**config.mk**
```make
export PLATFORM = sky130hd
export DESIGN_NAME = lfmr_site_mem
export DESIGN_NICKNAME = d
export VERILOG_FILES = /design/src/sv/lfmr_pkg.sv /design/src/sv/lfmr_site_mem.sv
export SDC_FILE = /design/constraint.sdc
export NUM_CORES = 1
export LEC_CHECK = 0
export ABC_AREA = 1
export BUFFER_PORTS_ARGS = -buffer_cell sky130_fd_sc_hd__buf_2
export CAP_MARGIN = 30
export CORE_MARGIN = 5
export CORE_UTILIZATION = 50
export CTS_BUF_LIST = sky130_fd_sc_hd__clkbuf_4 sky130_fd_sc_hd__clkbuf_8
export CTS_CLUSTER_DIAMETER = 120
export DETAILED_ROUTE_END_ITERATION = 7
export PLACE_DENSITY = 0.65
export RECOVER_POWER = 50
export SETUP_SLACK_MARGIN = 0.3
export SYNTH_ARGS = -nofsm -noshare
export SYNTH_HDL_FRONTEND = slang
export SYNTH_SLANG_ARGS = --single-unit
```
**constraint.sdc**
```tcl
create_clock -name i_clk -period 5.5 [get_ports i_clk]
set_clock_uncertainty 0.1 [all_clocks]
set_input_delay 0.55 -clock i_clk [delete_from_list [all_inputs] [get_ports i_clk]]
set_output_delay 0.55 -clock i_clk [all_outputs]
set_load 0.02 [all_outputs]
```
**src/sv/lfmr_pkg.sv**
```systemverilog
// ============================================================================
// lfmr_pkg
// Shared constants, types and state encoding for the largest finite
// Manhattan region block.
// ============================================================================
package lfmr_pkg;

    localparam int MAX_SITES  = 64;
    localparam int COORD_BITS = 10;
    localparam int AREA_W     = 21;
    localparam int IDX_W      = (MAX_SITES > 1) ? $clog2(MAX_SITES) : 1;
    localparam int CNT_W      = $clog2(MAX_SITES + 1);
    localparam int DIST_W     = COORD_BITS + 1;

    typedef enum logic {
        OP_LOAD    = 1'b0,
        OP_COMPUTE = 1'b1
    } t_op;

    typedef enum logic [3:0] {
        ST_IDLE,
        ST_SCAN,
        ST_DRAIN,
        ST_UPD_RD,
        ST_UPD_WR,
        ST_FIN,
        ST_FIN_DRAIN,
        ST_OUT
    } t_state;

    // one site sample offered to the nearest-site unit
    typedef struct packed {
        logic                  v;
        logic                  first;
        logic                  last;
        logic [IDX_W-1:0]      idx;
        logic [COORD_BITS-1:0] sx;
        logic [COORD_BITS-1:0] sy;
    } t_near_req;

    // verdict for the current grid point
    typedef struct packed {
        logic             done;
        logic             unique_owner;
        logic [IDX_W-1:0] owner;
    } t_near_res;

endpackage

```
**src/sv/lfmr_site_mem.sv**
```systemverilog
// ============================================================================
// lfmr_site_mem
// Site coordinate store, one write and one registered read per cycle.
// ============================================================================
module lfmr_site_mem
    import lfmr_pkg::*;
(
    input  logic                  i_clk,
    input  logic                  i_wr_en,
    input  logic [IDX_W-1:0]      i_wr_addr,
    input  logic [COORD_BITS-1:0] i_wr_x,
    input  logic [COORD_BITS-1:0] i_wr_y,
    input  logic                  i_rd_en,
    input  logic [IDX_W-1:0]      i_rd_addr,
    output logic [COORD_BITS-1:0] o_rd_x,
    output logic [COORD_BITS-1:0] o_rd_y
);

    logic [2*COORD_BITS-1:0] r_mem [MAX_SITES];
    logic [2*COORD_BITS-1:0] r_rd_data;

    always_ff @(posedge i_clk) begin
        if (i_wr_en) begin
            r_mem[i_wr_addr] <= {i_wr_x, i_wr_y};
        end
        if (i_rd_en) begin
            r_rd_data <= r_mem[i_rd_addr];
        end
    end

    assign o_rd_x = r_rd_data[2*COORD_BITS-1:COORD_BITS];
    assign o_rd_y = r_rd_data[COORD_BITS-1:0];

endmodule

```
==> flow_summary_export.csv <==
group,metric,value,unit
critical_path,crit_family,"buffers and inverters",
critical_path,reg2reg_to,"r_rd_data[19]",
cts,clkTransAtPathRegs,0.06,ns
final_layout,finalNetCount,4504,
placement,dp_hpwl,71.9,mm
sta,fin_setup_tns,0,ns
synthesis,ys_types,12,
global_route,antenna_found_initial,11,
floorplan,coreArea,104000,sq um
critical_path,cpMaxStageDelayCell,"clkbuf_1",
min_path,hold_end,"r_rd_data[8]",
min_path,min_path_cells,3,
critical_path,critPathLaunchType,"primary input",
critical_path,critical-path-max-stage-delay,2.61,ns
critical_path,rr_startpoint,"r_mem[21][19]",
synthesis,netlist_top_cells_area,"edfxtp_1 (75%), nand2_1 (12%), nand3_1 (10%)",
cts,cts-resized-gates,0,
cts,clkSinkCount,1300,
global_route,grt_max_degree,183,
placement,gp_congestion,0.820,
route,avgViaCountPerCell,5.70,
critical_path,arrival,3.35,ns
synthesis,synth_top_cell_by_area,"edfxtp_1",
cts,cts-htree-levels,4,
sta,slew_violations,1321,
cts,cts_hold_buffers,0,
critical_path,crit_chain,"buf_2, clkbuf_1",
critical_path,path_buf_inv,2,
synthesis,yosysWarnings,0,
cts,cts_made_buffers,201,
cts,cts_tree,"yes",
min_path,hp-class,"primary input to register",
placement,io_buffers,54,
power,power,20000,uW
flow_run,max_cap_violations,21,
final_layout,drive_above_1_share,0.113,
synthesis,syn_area,52300,sq um
critical_path,reg2reg_slack,3.64,ns
run_status,status,"complete, but fails checks",
final_layout,final_cell_mix,"nand2_1 (1620), edfxtp_1 (1300), nand3_1 (1087), clkbuf_8 (207), buf_4 (84)",
route,totalWireLength,140,mm
critical_path,required,5.49,ns
power,p_leak,0.0208,uW
final_layout,fillers,8508,
floorplan,die_area,111000,sq um
floorplan,core.rowCount,118,
final_layout,final_common_cell,"nand2_1",
cts,post-cts-setup-buffers,0,
synthesis,synthCells,4373,
final_layout,multi_input_area,12000,sq um
floorplan,initial_core_util,0.504,
route,ant_nets,0,
critical_path,reg2reg_depth,8,
critical_path,path_class,"primary input to register",
route,wl_per_cell,23.3,um
sta,fin_crit_sh,0.612,
critical_path,crit_path_end_kind,"register",
floorplan,pin_count,55,
floorplan,die_h,333,um
power,p_per_area,345,nW/um^2
global_route,grt_pass1_wl,208,mm
route,drc,0,
sta,max_slew_margin,-1.52,
min_path,worstHoldStart,"i_rd_addr[5]",
sta,period_needed,3.36,ns
global_route,overflow,0,
cts,clockBufferDepth,3,
route,drt_iter0_drc,4201,
global_route,track_usage,0.247,
route,drt_first_pass_iters,5,
sta,clock.fmax,297,MHz
run_status,violations,"capacitance limit, slew limit",
final_layout,syn_to_final_growth,10.8,%
synthesis,yosysSeqAreaShare,0.746,
route,vias,34273,
sta,setup_viol,0,
cts,clkLatencyLatePin,0.88,ns
sta,worst_slew_pin_slew,3.78,ns
critical_path,crit_fanout,64,
synthesis,ys_seq_elements,1300,
sta,rsz0062_at_grt,"no",
sta,hold_viol,0,
floorplan,die_w,333,um
power,ir_worst_vdd,280,uV
synthesis,synth_top_area_share,0.746,
final_layout,seq_area,39000,sq um
cts,root_buffer,"clkbuf_8",
synthesis,syn_area_per_cell,12.0,sq um
global_route,first_global_vias,32580,
synthesis,syn-num-nets,4408,
[through the flow]
step	std cells	hold slack (ns)	setup WS (ns)	area [sq um]	util
after detailed placement	5645	0.760	1.67	54200	0.523
after global routing	6012	0.263	2.14	58000	0.558
after global placement	5642	0.752	1.65	54200	0.522
after CTS	6008	0.141	2.60	58000	0.559
after floorplan	4373	0.549	1.90	52300	-
final	6018	0.301	2.14	58000	0.558
[final cells by class]
cell class | instances | share of cell area
Tap cell | 1380 | 0.0298
Antenna cell | 9 | 0.000389
Clock buffer | 280 | 0.0586
Inverter | 12 | 0.00112
Timing Repair Buffer | 174 | 0.0226
Clock inverter | 83 | 0.00676
Multi-Input combinational cell | 2780 | 0.207
Sequential cell | 1300 | 0.673
[per-layer routing]
layer  vias to the layer above  wire, um  track usage
li1                      15645         -            -
met1                     16764     57100        0.349
met2                      1606     66600        0.393
met3                       256     12600       0.0443
met4                         2      4090       0.0837
met5                         -        13            0
[cells by family (layout without fill, tap and decap cells)]
| group | count (synthesis) | after routing | synth area share |
|---|---|---|---|
| simple gates | 2780 | 2780 | 0.226 |
| flops | 1300 | 1300 | 0.746 |
| buf+inv | 293 | 549 | 0.0277 |
| other cells | 0 | 9 | 0 |
[synth_stat cells]
| cell type | count |
|---|---|
| buf_1 | 22 |
| buf_2 | 180 |
| buf_4 | 33 |
| clkbuf_1 | 46 |
| edfxtp_1 | 1300 |
| inv_1 | 8 |
| inv_2 | 4 |
| nand2_1 | 1620 |
| nand3_1 | 1087 |
| nand4_1 | 9 |
| nor2_1 | 56 |
| nor4_1 | 8 |
[registers in the layout, indices dropped and copies added, names as in the netlist]
name,flops
r_mem,1280
r_rd_data,20
[tightest hold or removal path: stages]
cell and delay [ns]:
buf_2 0.32, nand3_1 0.18, nand2_1 0.04
[how the worst max path moves through the flow]
stage | depth (start not counted) | endpoint | slack [ns] | start
after floorplan | 3 | r_mem[48][0] | 1.90 | i_wr_en
after global placement | 9 | r_rd_data[19] | 1.65 | i_rd_addr[2]
after detailed placement | 9 | r_rd_data[19] | 1.67 | i_rd_addr[2]
after CTS | 9 | r_rd_data[19] | 2.60 | i_rd_addr[2]
after global routing | 2 | r_mem[56][4] | 2.14 | i_wr_y[4]
final | 2 | r_mem[56][4] | 2.14 | i_wr_y[4]
[power by group]
group | switching, uW | internal (uW)
Clock | 3660 | 4010
Sequential | 34.3 | 11000
Combinational | 969 | 285
Power figures use the tool's default switching activity.
