[src/sv/lfmr_pkg.sv]
// ============================================================================
// lfmr_pkg
// Shared constants, types and state encoding for the largest finite
// Manhattan region block.
// ============================================================================
package lfmr_pkg;

    localparam int MAX_SITES  = 64;
    localparam int COORD_BITS = 10;
    localparam int AREA_W     = 21;
    localparam int IDX_W      = (MAX_SITES > 1) ? $clog2(MAX_SITES) : 1;
    localparam int CNT_W      = $clog2(MAX_SITES + 1);
    localparam int DIST_W     = COORD_BITS + 1;

    typedef enum logic {
        OP_LOAD    = 1'b0,
        OP_COMPUTE = 1'b1
    } t_op;

    typedef enum logic [3:0] {
        ST_IDLE,
        ST_SCAN,
        ST_DRAIN,
        ST_UPD_RD,
        ST_UPD_WR,
        ST_FIN,
        ST_FIN_DRAIN,
        ST_OUT
    } t_state;

    // one site sample offered to the nearest-site unit
    typedef struct packed {
        logic                  v;
        logic                  first;
        logic                  last;
        logic [IDX_W-1:0]      idx;
        logic [COORD_BITS-1:0] sx;
        logic [COORD_BITS-1:0] sy;
    } t_near_req;

    // verdict for the current grid point
    typedef struct packed {
        logic             done;
        logic             unique_owner;
        logic [IDX_W-1:0] owner;
    } t_near_res;

endpackage

[src/sv/lfmr_near_unit.sv]
// ============================================================================
// lfmr_near_unit
// Shared distance and compare unit: one site per cycle, tracks the
// nearest site and ties for the current grid point.
// ============================================================================
module lfmr_near_unit
    import lfmr_pkg::*;
(
    input  logic                  i_clk,
    input  logic                  i_rst_n,
    input  logic [COORD_BITS-1:0] i_px,
    input  logic [COORD_BITS-1:0] i_py,
    input  t_near_req             i_req,
    output t_near_res             o_res
);

    logic [COORD_BITS-1:0] s_dx;
    logic [COORD_BITS-1:0] s_dy;
    logic [DIST_W-1:0]     s_dist;

    logic [DIST_W-1:0]     r_dist;
    logic                  r_v;
    logic                  r_first;
    logic                  r_last;
    logic [IDX_W-1:0]      r_idx;

    logic [DIST_W-1:0]     r_best;
    logic [IDX_W-1:0]      r_owner;
    logic                  r_tie;
    logic                  r_done;

    always_comb begin
        s_dx   = (i_px >= i_req.sx) ? (i_px - i_req.sx) : (i_req.sx - i_px);
        s_dy   = (i_py >= i_req.sy) ? (i_py - i_req.sy) : (i_req.sy - i_py);
        s_dist = {1'b0, s_dx} + {1'b0, s_dy};
    end

    // stage 1: distance
    always_ff @(posedge i_clk) begin
        if (!i_rst_n) begin
            r_v <= 1'b0;
        end else begin
            r_v <= i_req.v;
        end
        r_dist  <= s_dist;
        r_first <= i_req.first;
        r_last  <= i_req.last;
        r_idx   <= i_req.idx;
    end

    // stage 2: running minimum with tie tracking
    always_ff @(posedge i_clk) begin
        if (!i_rst_n) begin
            r_done <= 1'b0;
            r_tie  <= 1'b0;
        end else begin
            r_done <= r_v && r_last;
            if (r_v) begin
                priority if (r_first || (r_dist < r_best)) begin
                    r_best  <= r_dist;
                    r_owner <= r_idx;
                    r_tie   <= 1'b0;
                end else if (r_dist == r_best) begin
                    r_tie <= 1'b1;
                end
            end
        end
    end

    assign o_res.done         = r_done;
    assign o_res.unique_owner = !r_tie;
    assign o_res.owner        = r_owner;

endmodule

[config.mk]
export PLATFORM = sky130hd
export DESIGN_NAME = lfmr_near_unit
export DESIGN_NICKNAME = d
export VERILOG_FILES = /design/src/sv/lfmr_pkg.sv /design/src/sv/lfmr_near_unit.sv
export SDC_FILE = /design/constraint.sdc
export NUM_CORES = 1
export LEC_CHECK = 0
export ABC_AREA = 1
export BUFFER_PORTS_ARGS = -buffer_cell sky130_fd_sc_hd__buf_4
export CAP_MARGIN = 20
export CORE_MARGIN = 3
export CORE_UTILIZATION = 53
export DETAILED_ROUTE_END_ITERATION = 10
export HOLD_SLACK_MARGIN = 0.1
export PLACE_DENSITY = 0.78
export SYNTH_ARGS = -nofsm -noshare
export SYNTH_HDL_FRONTEND = slang
export SYNTH_SLANG_ARGS = --single-unit
export TNS_END_PERCENT = 1
[constraint.sdc]
create_clock -name i_clk -period 2.58 [get_ports i_clk]
set_clock_uncertainty 0.05 [all_clocks]
set_input_delay 0.258 -clock i_clk [delete_from_list [all_inputs] [get_ports i_clk]]
set_output_delay 0.258 -clock i_clk [all_outputs]
set_load 0.02 [all_outputs]
==> metrics.md <==
| Metric | Value |
|---|---|
| Outcome | `completed` |
| Initial core utilization | `0.5563` |
| Row Count | `31` |
| F_max | `400.2 MHz` |
| Worst reg2reg setup slack | `0.35 ns` |
| Syn-to-layout area delta | `39.47%` |
| H-tree depth | `2` |
| Tmin final | `2.499 ns` |
| Worst Path Arrival | `2.67 ns` |
| CTS tree | `built` |
| Post-Syn Nets | `around 740` |
| Syn Std Cell Area | `0.004121 mm2` |
| R2r worst-path depth | `11` |
| Period utilization | `0.9686` |
| Global route overflow | `0` |
| Vias | `4,366` |
| Skew-Pair Late Insertion Delay | `0.29 ns` |
| CTS root buf | `clkbuf_8` |
| Slew margin rel. | `0.7127` |
| Die width | `around 94 um` |
| Final setup TNS | `0 ns` |
| Die height | `roughly 94 um` |
| PortBufs | `58` |
| Hold_sp | `i_req[28]` |
| R2R Path End | `r_best[1]$_DFFE_PP_` |
| First-pass GRT wire length | `approximately 18,000 um` |
| Fin. max-slew vios | `0` |
| Clock power share | `0.123` |
| Worst-path fanout max | `5` |
| Fin. Hold Viols | `0` |
| Detailed-route DRC error count | `0` |
| Sequential power share | `0.270` |
| Max VDD drop | `0.2532 mV` |
| Max Buffers Root-to-Sink | `2` |
| Pwr Total | `between 0.003 and 0.004 W` |
| Vias/cell | `4.900` |
| Final hold slack | `0.1180 ns` |
| Clk sinks | `39` |
| Share of layout cells above drive strength 1 | `0.2828` |
| Internal power | `between 0.0015 and 0.002 W` |
| Sequential fraction of the synthesis area | `0.2307` |
| Fin util | `0.7759` |
| Hold path endpoint | `r_v$_SDFF_PN0_` |
| Gr usage total | `0.2514` |
| DRT iter0 DRCs | `between 200 and 250` |
| Drt first pass iters | `6` |
| Worst hold path cell count | `3` |
| Reg-to-reg startpoint | `r_best[6]$_DFFE_PP_` |
| Gate Count Post-Synth | `around 630` |
| Leak | `3.342 nW` |
| Largest net degree at the start of global routing | `16` |
| Slew @ Worst Pin | `0.4281 ns` |
| Switching pwr | `0.001317 W` |
| Setup CP Type | `in -> reg` |
| Min-delay worst type | `in -> reg` |
| Number of warnings issued by yosys | `0` |
| MaxCap Viol Count | `0` |
| Crit. Startpoint | `i_px[0]` |
| Vias in the first global route | `4,201` |
| Net count, final | `906` |
| CP Capture Type | `flop` |
| Final Setup Violations | `0` |
| Combinational fraction of design power | `0.608` |
| Power per cell area | `556.0 mW/mm2` |
| EDFF count, synth | `17` |
| Detail Placement HPWL | `between 8000 and 9000 um` |
| Fraction of registers with async set/reset | `0` |
| Sw frac | `0.4122` |
| ANT cells | `0` |
| Worst endpoint required time | `between 2 and 3 ns` |
| Die area | `between 0.008 and 0.009 mm2` |
| CORE AREA | `0.007408 mm2` |
| Synth cell types | `28` |
| FF+latch count, synth | `39` |
| GP Congestion | `roughly 0.99` |
| Syn Area/Cell | `6.552 um2` |
| Routed wire length | `11,300 um` |
| Initial antenna violation count | `0` |
| Wire per inst | `12.68 um` |
| Routed Antenna Nets | `0` |
| CTS Buf Count | `5` |
| Clk slew on worst S/H paths | `roughly 0.08 ns` |
| Io pins | `between 50 and 60` |
| Critical path launch point type | `input port` |
| Most common flop cell mapped by yosys | `dfxtp_1` |
-- state kept, by name, indices dropped and copies added (netlist names) --
signal	count
r_first	1
r_idx	6
r_owner	6
r_v	1
r_last	1
r_done	1
r_tie	1
r_dist	11
r_best	11
-- logic make-up after synthesis --
group / after synthesis / share of synthesized area
DFF: 39 / 0.2307
buffers and inverters: 155 / 0.1466
AOI/OAI and AO/OA: 55 / 0.07407
and+or+nand+nor: 294 / 0.2984
xor gates and xnor gates: 22 / 0.04675
adders and majority gates: 64 / 0.2034
-- worst max-delay path, stage by stage --
cell     delay (ns)
buf_4          0.11
inv_1          0.05
ha_2           0.17
inv_1          0.07
fa_2           0.42
nand3_1        0.11
nand4_2        0.13
buf_6          0.17
o21ai_1        0.14
inv_1          0.09
ha_4           0.30
nand2_2        0.08
buf_4          0.13
nor2_1         0.11
nand3_1        0.09
nand3_1        0.11
xor2_1         0.13
-- power groups by stage --
| stage | combinational (W) | clock, W | sequential (W) |
|---|---|---|---|
| floorplan | 0.00101 | 0 | 0.000854 |
| global placement | 0.00155 | 0 | 0.000861 |
| detailed placement | 0.00162 | 0 | 0.000871 |
| CTS | 0.00165 | 0.000395 | 0.000858 |
| global route | 0.00216 | 0.000424 | 0.000872 |
| finish | 0.00194 | 0.000392 | 0.000861 |
-- Yosys cell counts (2+ instances only) --
| cell | n | share of area |
|---|---|---|
| nor2_1 | 28 | 0.026 |
| o21ai_1 | 3 | 0.0036 |
| edfxtp_1 | 17 | 0.12 |
| o21ai_0 | 8 | 0.0097 |
| nand3_1 | 36 | 0.044 |
| nand2_1 | 209 | 0.19 |
| o21ai_2 | 4 | 0.0085 |
| nand2_2 | 4 | 0.0061 |
| xor2_1 | 19 | 0.040 |
| fa_1 | 5 | 0.024 |
| inv_2 | 3 | 0.0027 |
| nand4_1 | 8 | 0.012 |
| a21oi_1 | 34 | 0.041 |
| buf_2 | 3 | 0.0036 |
| inv_1 | 146 | 0.13 |
| o21bai_1 | 2 | 0.0036 |
| dfxtp_1 | 22 | 0.11 |
| xnor2_1 | 3 | 0.0064 |
| nand4_2 | 3 | 0.0091 |
| ha_1 | 59 | 0.18 |
| o21a_1 | 3 | 0.0055 |
| nor2_2 | 3 | 0.0046 |
| buf_6 | 2 | 0.0055 |
-- through the flow --
stage | setup slack, ns | std cells | instance area (um2)
CTS | 0.002890 | 887 | 5488
finish | 0.08108 | 891 | 5748
global placement | -0.2125 | 871 | 5319
global route | -0.05892 | 891 | 5748
floorplan | 0.02951 | 629 | 4121
detailed placement | -0.3147 | 871 | 5319
-- repair_timing --
| item | CTS | global route |
|---|---|---|
| hold endpoints to repair | 8 | 0 |
| resized for setup | 3 | 59 |
| buffers inserted | 0 | 4 |
| pin swaps | 0 | 24 |
| hold buffers | 8 | 0 |
| endpoints found under the setup margin | 3 | 8 |
-- metal layers --
layer,track usage,vias to the layer above,share of wire
met5,0,-,0
met4,0.08183,0,0.027
met3,0.02724,28,0.057
met2,0.4504,141,0.51
met1,0.3124,1955,0.41
li1,-,2242,-
-- how the worst max path moves through the flow --
stage | end | slack, ns
floorplan | r_dist[9]$_DFF_P_ | 0.03
global placement | r_dist[7]$_DFF_P_ | -0.21
detailed placement | r_dist[9]$_DFF_P_ | -0.31
CTS | r_dist[9]$_DFF_P_ | 0.003
global route | r_dist[8]$_DFF_P_ | -0.06
finish | r_dist[9]$_DFF_P_ | 0.08
-- cell usage in the layout (no fill, tap or decap), types with 6 or more instances in the layout --
cell type and count:
inv_2 12, nand4_1 8, dfxtp_1 22, buf_4 150
inv_1 137, edfxtp_1 17, nor2_1 25, ha_4 7
nand2_1 200, nand3_1 34, a21oi_2 7, ha_1 51
o21ai_1 6, xor2_1 19, nand2_2 13, a21oi_1 26
dlygate4sd3_1 8
-- final cells by class --
type / instances / area, um2
clock buffer: 6 / 72.57
multi-input combinational: 435 / 2789
fill: 543 / 1660
clock inverter: 2 / 12.51
inverter: 149 / 559.3
sequential: 39 / 950.9
tap: 99 / 123.9
timing repair buffer: 161 / 1240
(Power assumes the default switching activity.)
