<file path="config.mk">
export PLATFORM = sky130hd
export DESIGN_NAME = lfmr_area_mem
export DESIGN_NICKNAME = d
export VERILOG_FILES = /design/src/sv/lfmr_pkg.sv /design/src/sv/lfmr_area_mem.sv
export SDC_FILE = /design/constraint.sdc
export NUM_CORES = 1
export LEC_CHECK = 0
export ABC_CLOCK_PERIOD_IN_PS = 5390
export BUFFER_PORTS_ARGS = -buffer_cell sky130_fd_sc_hd__clkbuf_2
export CAP_MARGIN = 20
export CORE_ASPECT_RATIO = 1.25
export CORE_MARGIN = 2
export CORE_UTILIZATION = 35
export CTS_BUF_LIST = sky130_fd_sc_hd__clkbuf_16
export DETAILED_ROUTE_END_ITERATION = 10
export GPL_TIMING_DRIVEN = 0
export PLACE_DENSITY = 0.57
export SLEW_MARGIN = 30
export SYNTH_ARGS = -nofsm -noshare
export SYNTH_HDL_FRONTEND = slang
export SYNTH_SLANG_ARGS = --single-unit
</file>
<file path="constraint.sdc">
create_clock -name i_clk -period 5.39 [get_ports i_clk]
set_clock_uncertainty 0.1 [all_clocks]
set_input_delay 1.3475 -clock i_clk [delete_from_list [all_inputs] [get_ports i_clk]]
set_output_delay 1.3475 -clock i_clk [all_outputs]
set_load 0.02 [all_outputs]
</file>
<file path="src/sv/lfmr_pkg.sv">
// ============================================================================
// lfmr_pkg
// Shared constants, types and state encoding for the largest finite
// Manhattan region block.
// ============================================================================
package lfmr_pkg;

    localparam int MAX_SITES  = 64;
    localparam int COORD_BITS = 10;
    localparam int AREA_W     = 21;
    localparam int IDX_W      = (MAX_SITES > 1) ? $clog2(MAX_SITES) : 1;
    localparam int CNT_W      = $clog2(MAX_SITES + 1);
    localparam int DIST_W     = COORD_BITS + 1;

    typedef enum logic {
        OP_LOAD    = 1'b0,
        OP_COMPUTE = 1'b1
    } t_op;

    typedef enum logic [3:0] {
        ST_IDLE,
        ST_SCAN,
        ST_DRAIN,
        ST_UPD_RD,
        ST_UPD_WR,
        ST_FIN,
        ST_FIN_DRAIN,
        ST_OUT
    } t_state;

    // one site sample offered to the nearest-site unit
    typedef struct packed {
        logic                  v;
        logic                  first;
        logic                  last;
        logic [IDX_W-1:0]      idx;
        logic [COORD_BITS-1:0] sx;
        logic [COORD_BITS-1:0] sy;
    } t_near_req;

    // verdict for the current grid point
    typedef struct packed {
        logic             done;
        logic             unique_owner;
        logic [IDX_W-1:0] owner;
    } t_near_res;

endpackage

</file>
<file path="src/sv/lfmr_area_mem.sv">
// ============================================================================
// lfmr_area_mem
// Per-site area counters with valid bits and border flags.
// ============================================================================
module lfmr_area_mem
    import lfmr_pkg::*;
(
    input  logic              i_clk,
    input  logic              i_rst_n,
    input  logic              i_clr,
    input  logic              i_rd_en,
    input  logic [IDX_W-1:0]  i_rd_addr,
    output logic [AREA_W-1:0] o_rd_area,
    output logic              o_rd_edge,
    input  logic              i_wr_en,
    input  logic [IDX_W-1:0]  i_wr_addr,
    input  logic [AREA_W-1:0] i_wr_area,
    input  logic              i_wr_edge
);

    logic [AREA_W-1:0]    r_mem [MAX_SITES];
    logic [MAX_SITES-1:0] r_valid;
    logic [MAX_SITES-1:0] r_edge;
    logic [AREA_W-1:0]    r_rd_data;
    logic                 r_rd_valid;
    logic                 r_rd_edge;

    always_ff @(posedge i_clk) begin
        if (i_wr_en) begin
            r_mem[i_wr_addr] <= i_wr_area;
        end
        if (i_rd_en) begin
            r_rd_data <= r_mem[i_rd_addr];
        end
    end

    always_ff @(posedge i_clk) begin
        if (!i_rst_n || i_clr) begin
            r_valid    <= '0;
            r_edge     <= '0;
            r_rd_valid <= 1'b0;
            r_rd_edge  <= 1'b0;
        end else begin
            if (i_wr_en) begin
                r_valid[i_wr_addr] <= 1'b1;
                if (i_wr_edge) begin
                    r_edge[i_wr_addr] <= 1'b1;
                end
            end
            if (i_rd_en) begin
                r_rd_valid <= r_valid[i_rd_addr];
                r_rd_edge  <= r_edge[i_rd_addr];
            end
        end
    end

    // an entry never written since the clear counts as zero
    assign o_rd_area = r_rd_valid ? r_rd_data : '0;
    assign o_rd_edge = r_rd_edge;

endmodule

</file>
==> results by stage <==
Outcome:
- The flow ran to the end, and the final reports show no timing, DRC or antenna violations.

Layout:
- The number of standard cells in the final layout excluding fillers is roughly 5100.
- The area growth from synthesis to layout is 17.6%.
- Of the cells placed in the final design, the portion with a size suffix greater than 1 is a little under a third.
- The net count of the finished layout is roughly 2900.
- The most common cell after layout, fill and taps aside is sky130_fd_sc_hd__edfxtp_1.
- In the layout the commonest cells are sky130_fd_sc_hd__edfxtp_1, sky130_fd_sc_hd__mux4_2, sky130_fd_sc_hd__nor2_1.

Placement:
- The congestion estimate from routability-driven global placement came to 0.813.
- The number of input and output port buffers inserted is 54.
- The post-placement worst setup slack is around 37 ps.
- In this run, placement finished with an instance count of 4881.
- The sum of net half-perimeters after detailed placement is approximately 110 mm.

Global route:
- Entering global routing, the biggest net connects 65 pins.
- The number of global-route vias before repair is 28100.
- The number of antenna violations at the first check in global routing is 13.
- The first global-routing pass estimated 214 mm of wire.
- The global router's overall resource usage is approximately 19%.
- The total congestion overflow is 0.

Route:
- Detailed routing inserted a total of roughly 28000 vias.
- The number of nets with antenna violations after routing is 0.
- In the routed layout, each cell is associated on average with a via count of 5.35.
- The pre-antenna-repair detailed-routing pass consisted of 5 iterations.
- In the final routed layout, each cell accounts on average for just under 30 um.
- For this run, design rule violations remaining after detail routing come to 0.
- The total detailed-routing wirelength is 153 mm.
- The number of DRC markers in iteration 0 is around 3000.

CTS:
- TritonCTS built the clock tree.
- The buffers inserted during post-CTS setup optimization is 0.
- CTS built an H-tree with a depth of 4.
- For the worst-skew pair, the clock arrives at the later sink with an insertion delay of 780 ps.
- Buffers inserted during clock tree synthesis total approximately 140.
- After clock tree synthesis, the clock-pin slew on the worst setup and hold paths is roughly 60 ps.
- The number of hold-repair buffers added at the cts stage is 0.
- The clock tree root driver cell is sky130_fd_sc_hd__clkbuf_16.
- The clock passes through at most 3 buffers.
- The CTS sink count is 1495.
- The number of gates resized after cts is 0.

STA:
- The max-slew violation total from the final report is 0.
- The number of failing hold endpoints at the final stage was 0.
- The worst pin sits at a relative slew slack of approximately a third.
- Hold timing on the final database bottoms out at a slack of ~370 ps.
- Once routing completed, OpenROAD measured the worst setup slack at between 800 and 900 ps.
- Of the available clock period, the critical path in the final layout requires roughly 85%.
- The transition time of the tightest slew-check pin is 1010 ps.
- The shortest clock period the worst path allows after layout is ~4600 ps.
- Setup repair after global routing left no endpoint under its margin.
- The total negative slack for setup checks is 0 ps.
- The fmax is 218 MHz.
- The number of failing setup endpoints in the final timing report is 0.

Yosys:
- The biggest area consumer among synthesized cells is sky130_fd_sc_hd__edfxtp_1.
- The number of warnings printed during yosys synthesis is 0.
- The post-synthesis instance area is about 57000 um^2.
- The net count after synthesis is 2626.
- The count of mapped cells out of synthesis is around 2600.
- Of the synthesized area, sequential elements account for between 70% and 80%.
- The number of flip-flops and latches in the synthesized netlist is about 1500.
- Counting distinct cell types in the post-synthesis netlist gives 34.
- The synthesized area divided by synthesized cell count is about 22 um^2.
- Yosys attributes the largest share of cell area to sky130_fd_sc_hd__edfxtp_1, sky130_fd_sc_hd__mux4_2, sky130_fd_sc_hd__dfxtp_1.
- The fraction of synthesized cell area taken by the top area cell type is between 70% and 80%.

Worst setup path:
- The type of destination of the critical path is a flip-flop.
- The worst endpoint data arrival time is between 4000 and 5000 ps.
- The startpoint kind of the worst setup timing path is an input pin.
- The data required time of the critical path is 5650 ps.
- The critical-path maximum fanout is 10.
- The worst setup path is of the input pin to flip-flop kind.

Power and ir drop:
- The worst-case IR drop observed on VDD is 251 uV.
- Power comes to about 24000 uW.
- The total power divided by cell area is roughly 360 nW/um^2.
- The analysis attributes to cell leakage a power of a little over 0.02 uW.

Die:
- The placement row count is 165.
- The die is around 460 um tall.
- The standard cell core area is ~160000 um^2.
- The starting density of the core is between 30% and 40%.
- The floorplan die area is around 170000 um^2.
- Pin placement for this block handled between 60 and 70 I/O pins.
- The die width is roughly 360 um.

Job:
- Max-cap violations in this run came to 0.

Hold path:
- The class of the most critical hold timing path is flip-flop to flip-flop.
==> critical path, cell delays in order <==
cell and delay, ps:
sky130_fd_sc_hd__clkbuf_1 520, sky130_fd_sc_hd__buf_2 450, sky130_fd_sc_hd__clkbuf_1 710, sky130_fd_sc_hd__mux4_2 420, sky130_fd_sc_hd__mux4_2 530, sky130_fd_sc_hd__mux2i_1 380, sky130_fd_sc_hd__o21ai_0 450
==> per-stage QoR <==
step | area, um^2 | utilization (%)
after global routing | 67000 | 41.4
after detailed placement | 62400 | 38.6
final | 67000 | 41.4
after CTS | 66900 | 41.4
after floorplan | 57000 | -
after global placement | 59900 | 37.1
==> layout make-up <==
class	instances	area [um^2]
clock buffer	145	3630
antenna	3	7.51
fill	13900	94700
clock inverter	116	930
buffer	141	666
timing repair buffer	124	2200
sequential	1495	43600
tap	2171	2720
multi-input combinational	951	13200
==> registers in the layout, indices dropped and copies added (netlist names) <==
register    flops
o_rd_edge       1
r_edge         64
r_mem        1344
r_rd_data      21
r_rd_valid      1
r_valid        64
==> kinds of logic (layout without fill, tap and decap cells) <==
group	after synthesis	in the layout	synth area share (%)
DFF	1495	1495	76.5
muxes	491	491	18.6
and+or+nand+nor	356	356	2.63
buffers and inverters	141	526	1.14
AOI/OAI and AO/OA	104	104	1.05
other	0	3	0
==> power breakdown <==
part | switching, uW | internal (uW)
sequential | 22.2 | 12700
combinational | 794 | 470
clock | 4340 | 5540
==> synthesized netlist by cell type <==
cell / count
sky130_fd_sc_hd__nor3b_1: 2
sky130_fd_sc_hd__nor2b_1: 12
sky130_fd_sc_hd__nand2b_1: 5
sky130_fd_sc_hd__nand4_1: 1
sky130_fd_sc_hd__buf_2: 31
sky130_fd_sc_hd__o311a_1: 2
sky130_fd_sc_hd__a21oi_1: 66
sky130_fd_sc_hd__o41ai_1: 2
sky130_fd_sc_hd__buf_6: 3
sky130_fd_sc_hd__and3_1: 1
sky130_fd_sc_hd__o21ai_0: 12
sky130_fd_sc_hd__nand3b_1: 3
sky130_fd_sc_hd__buf_4: 15
sky130_fd_sc_hd__clkbuf_1: 81
sky130_fd_sc_hd__nor3_1: 5
sky130_fd_sc_hd__a211oi_1: 6
sky130_fd_sc_hd__and2_1: 23
sky130_fd_sc_hd__mux4_2: 455
sky130_fd_sc_hd__or3_1: 1
sky130_fd_sc_hd__buf_1: 11
sky130_fd_sc_hd__nand3_1: 8
sky130_fd_sc_hd__dfxtp_1: 130
sky130_fd_sc_hd__nor2_1: 268
sky130_fd_sc_hd__o31ai_1: 2
sky130_fd_sc_hd__and3b_1: 1
sky130_fd_sc_hd__or2_2: 2
sky130_fd_sc_hd__a22o_1: 6
sky130_fd_sc_hd__or3b_2: 2
sky130_fd_sc_hd__a22oi_1: 6
sky130_fd_sc_hd__mux2_2: 10
sky130_fd_sc_hd__nand2_1: 22
sky130_fd_sc_hd__edfxtp_1: 1365
sky130_fd_sc_hd__a31oi_1: 2
sky130_fd_sc_hd__mux2i_1: 26
==> per-layer routing <==
| layer | part of all wire, % | GRT usage, % | wire length [um] | vias up |
|---|---|---|---|---|
| li1 | - | - | - | 11300 |
| met1 | 39 | 23.5 | 60100 | 15000 |
| met2 | 52 | 32.1 | 78800 | 967 |
| met3 | 6.4 | 3.79 | 9730 | 240 |
| met4 | 2.8 | 5.44 | 4240 | 10 |
| met5 | 0.035 | 0 | 54 | - |
==> path summary, 6_finish.rpt <==
check | startpoint | end | slack [ps] | cells past startpoint
worst min register to register | r_edge[8] | r_edge[8] | 370 | 2
worst max-delay path | i_rd_addr[1] | r_rd_data[12] | 800 | 7
worst max register to register | r_mem[23][11] | r_rd_data[11] | 2630 | 4
worst min-delay path | r_edge[8] | r_edge[8] | 370 | 2
Power figures use the tool's default switching activity.
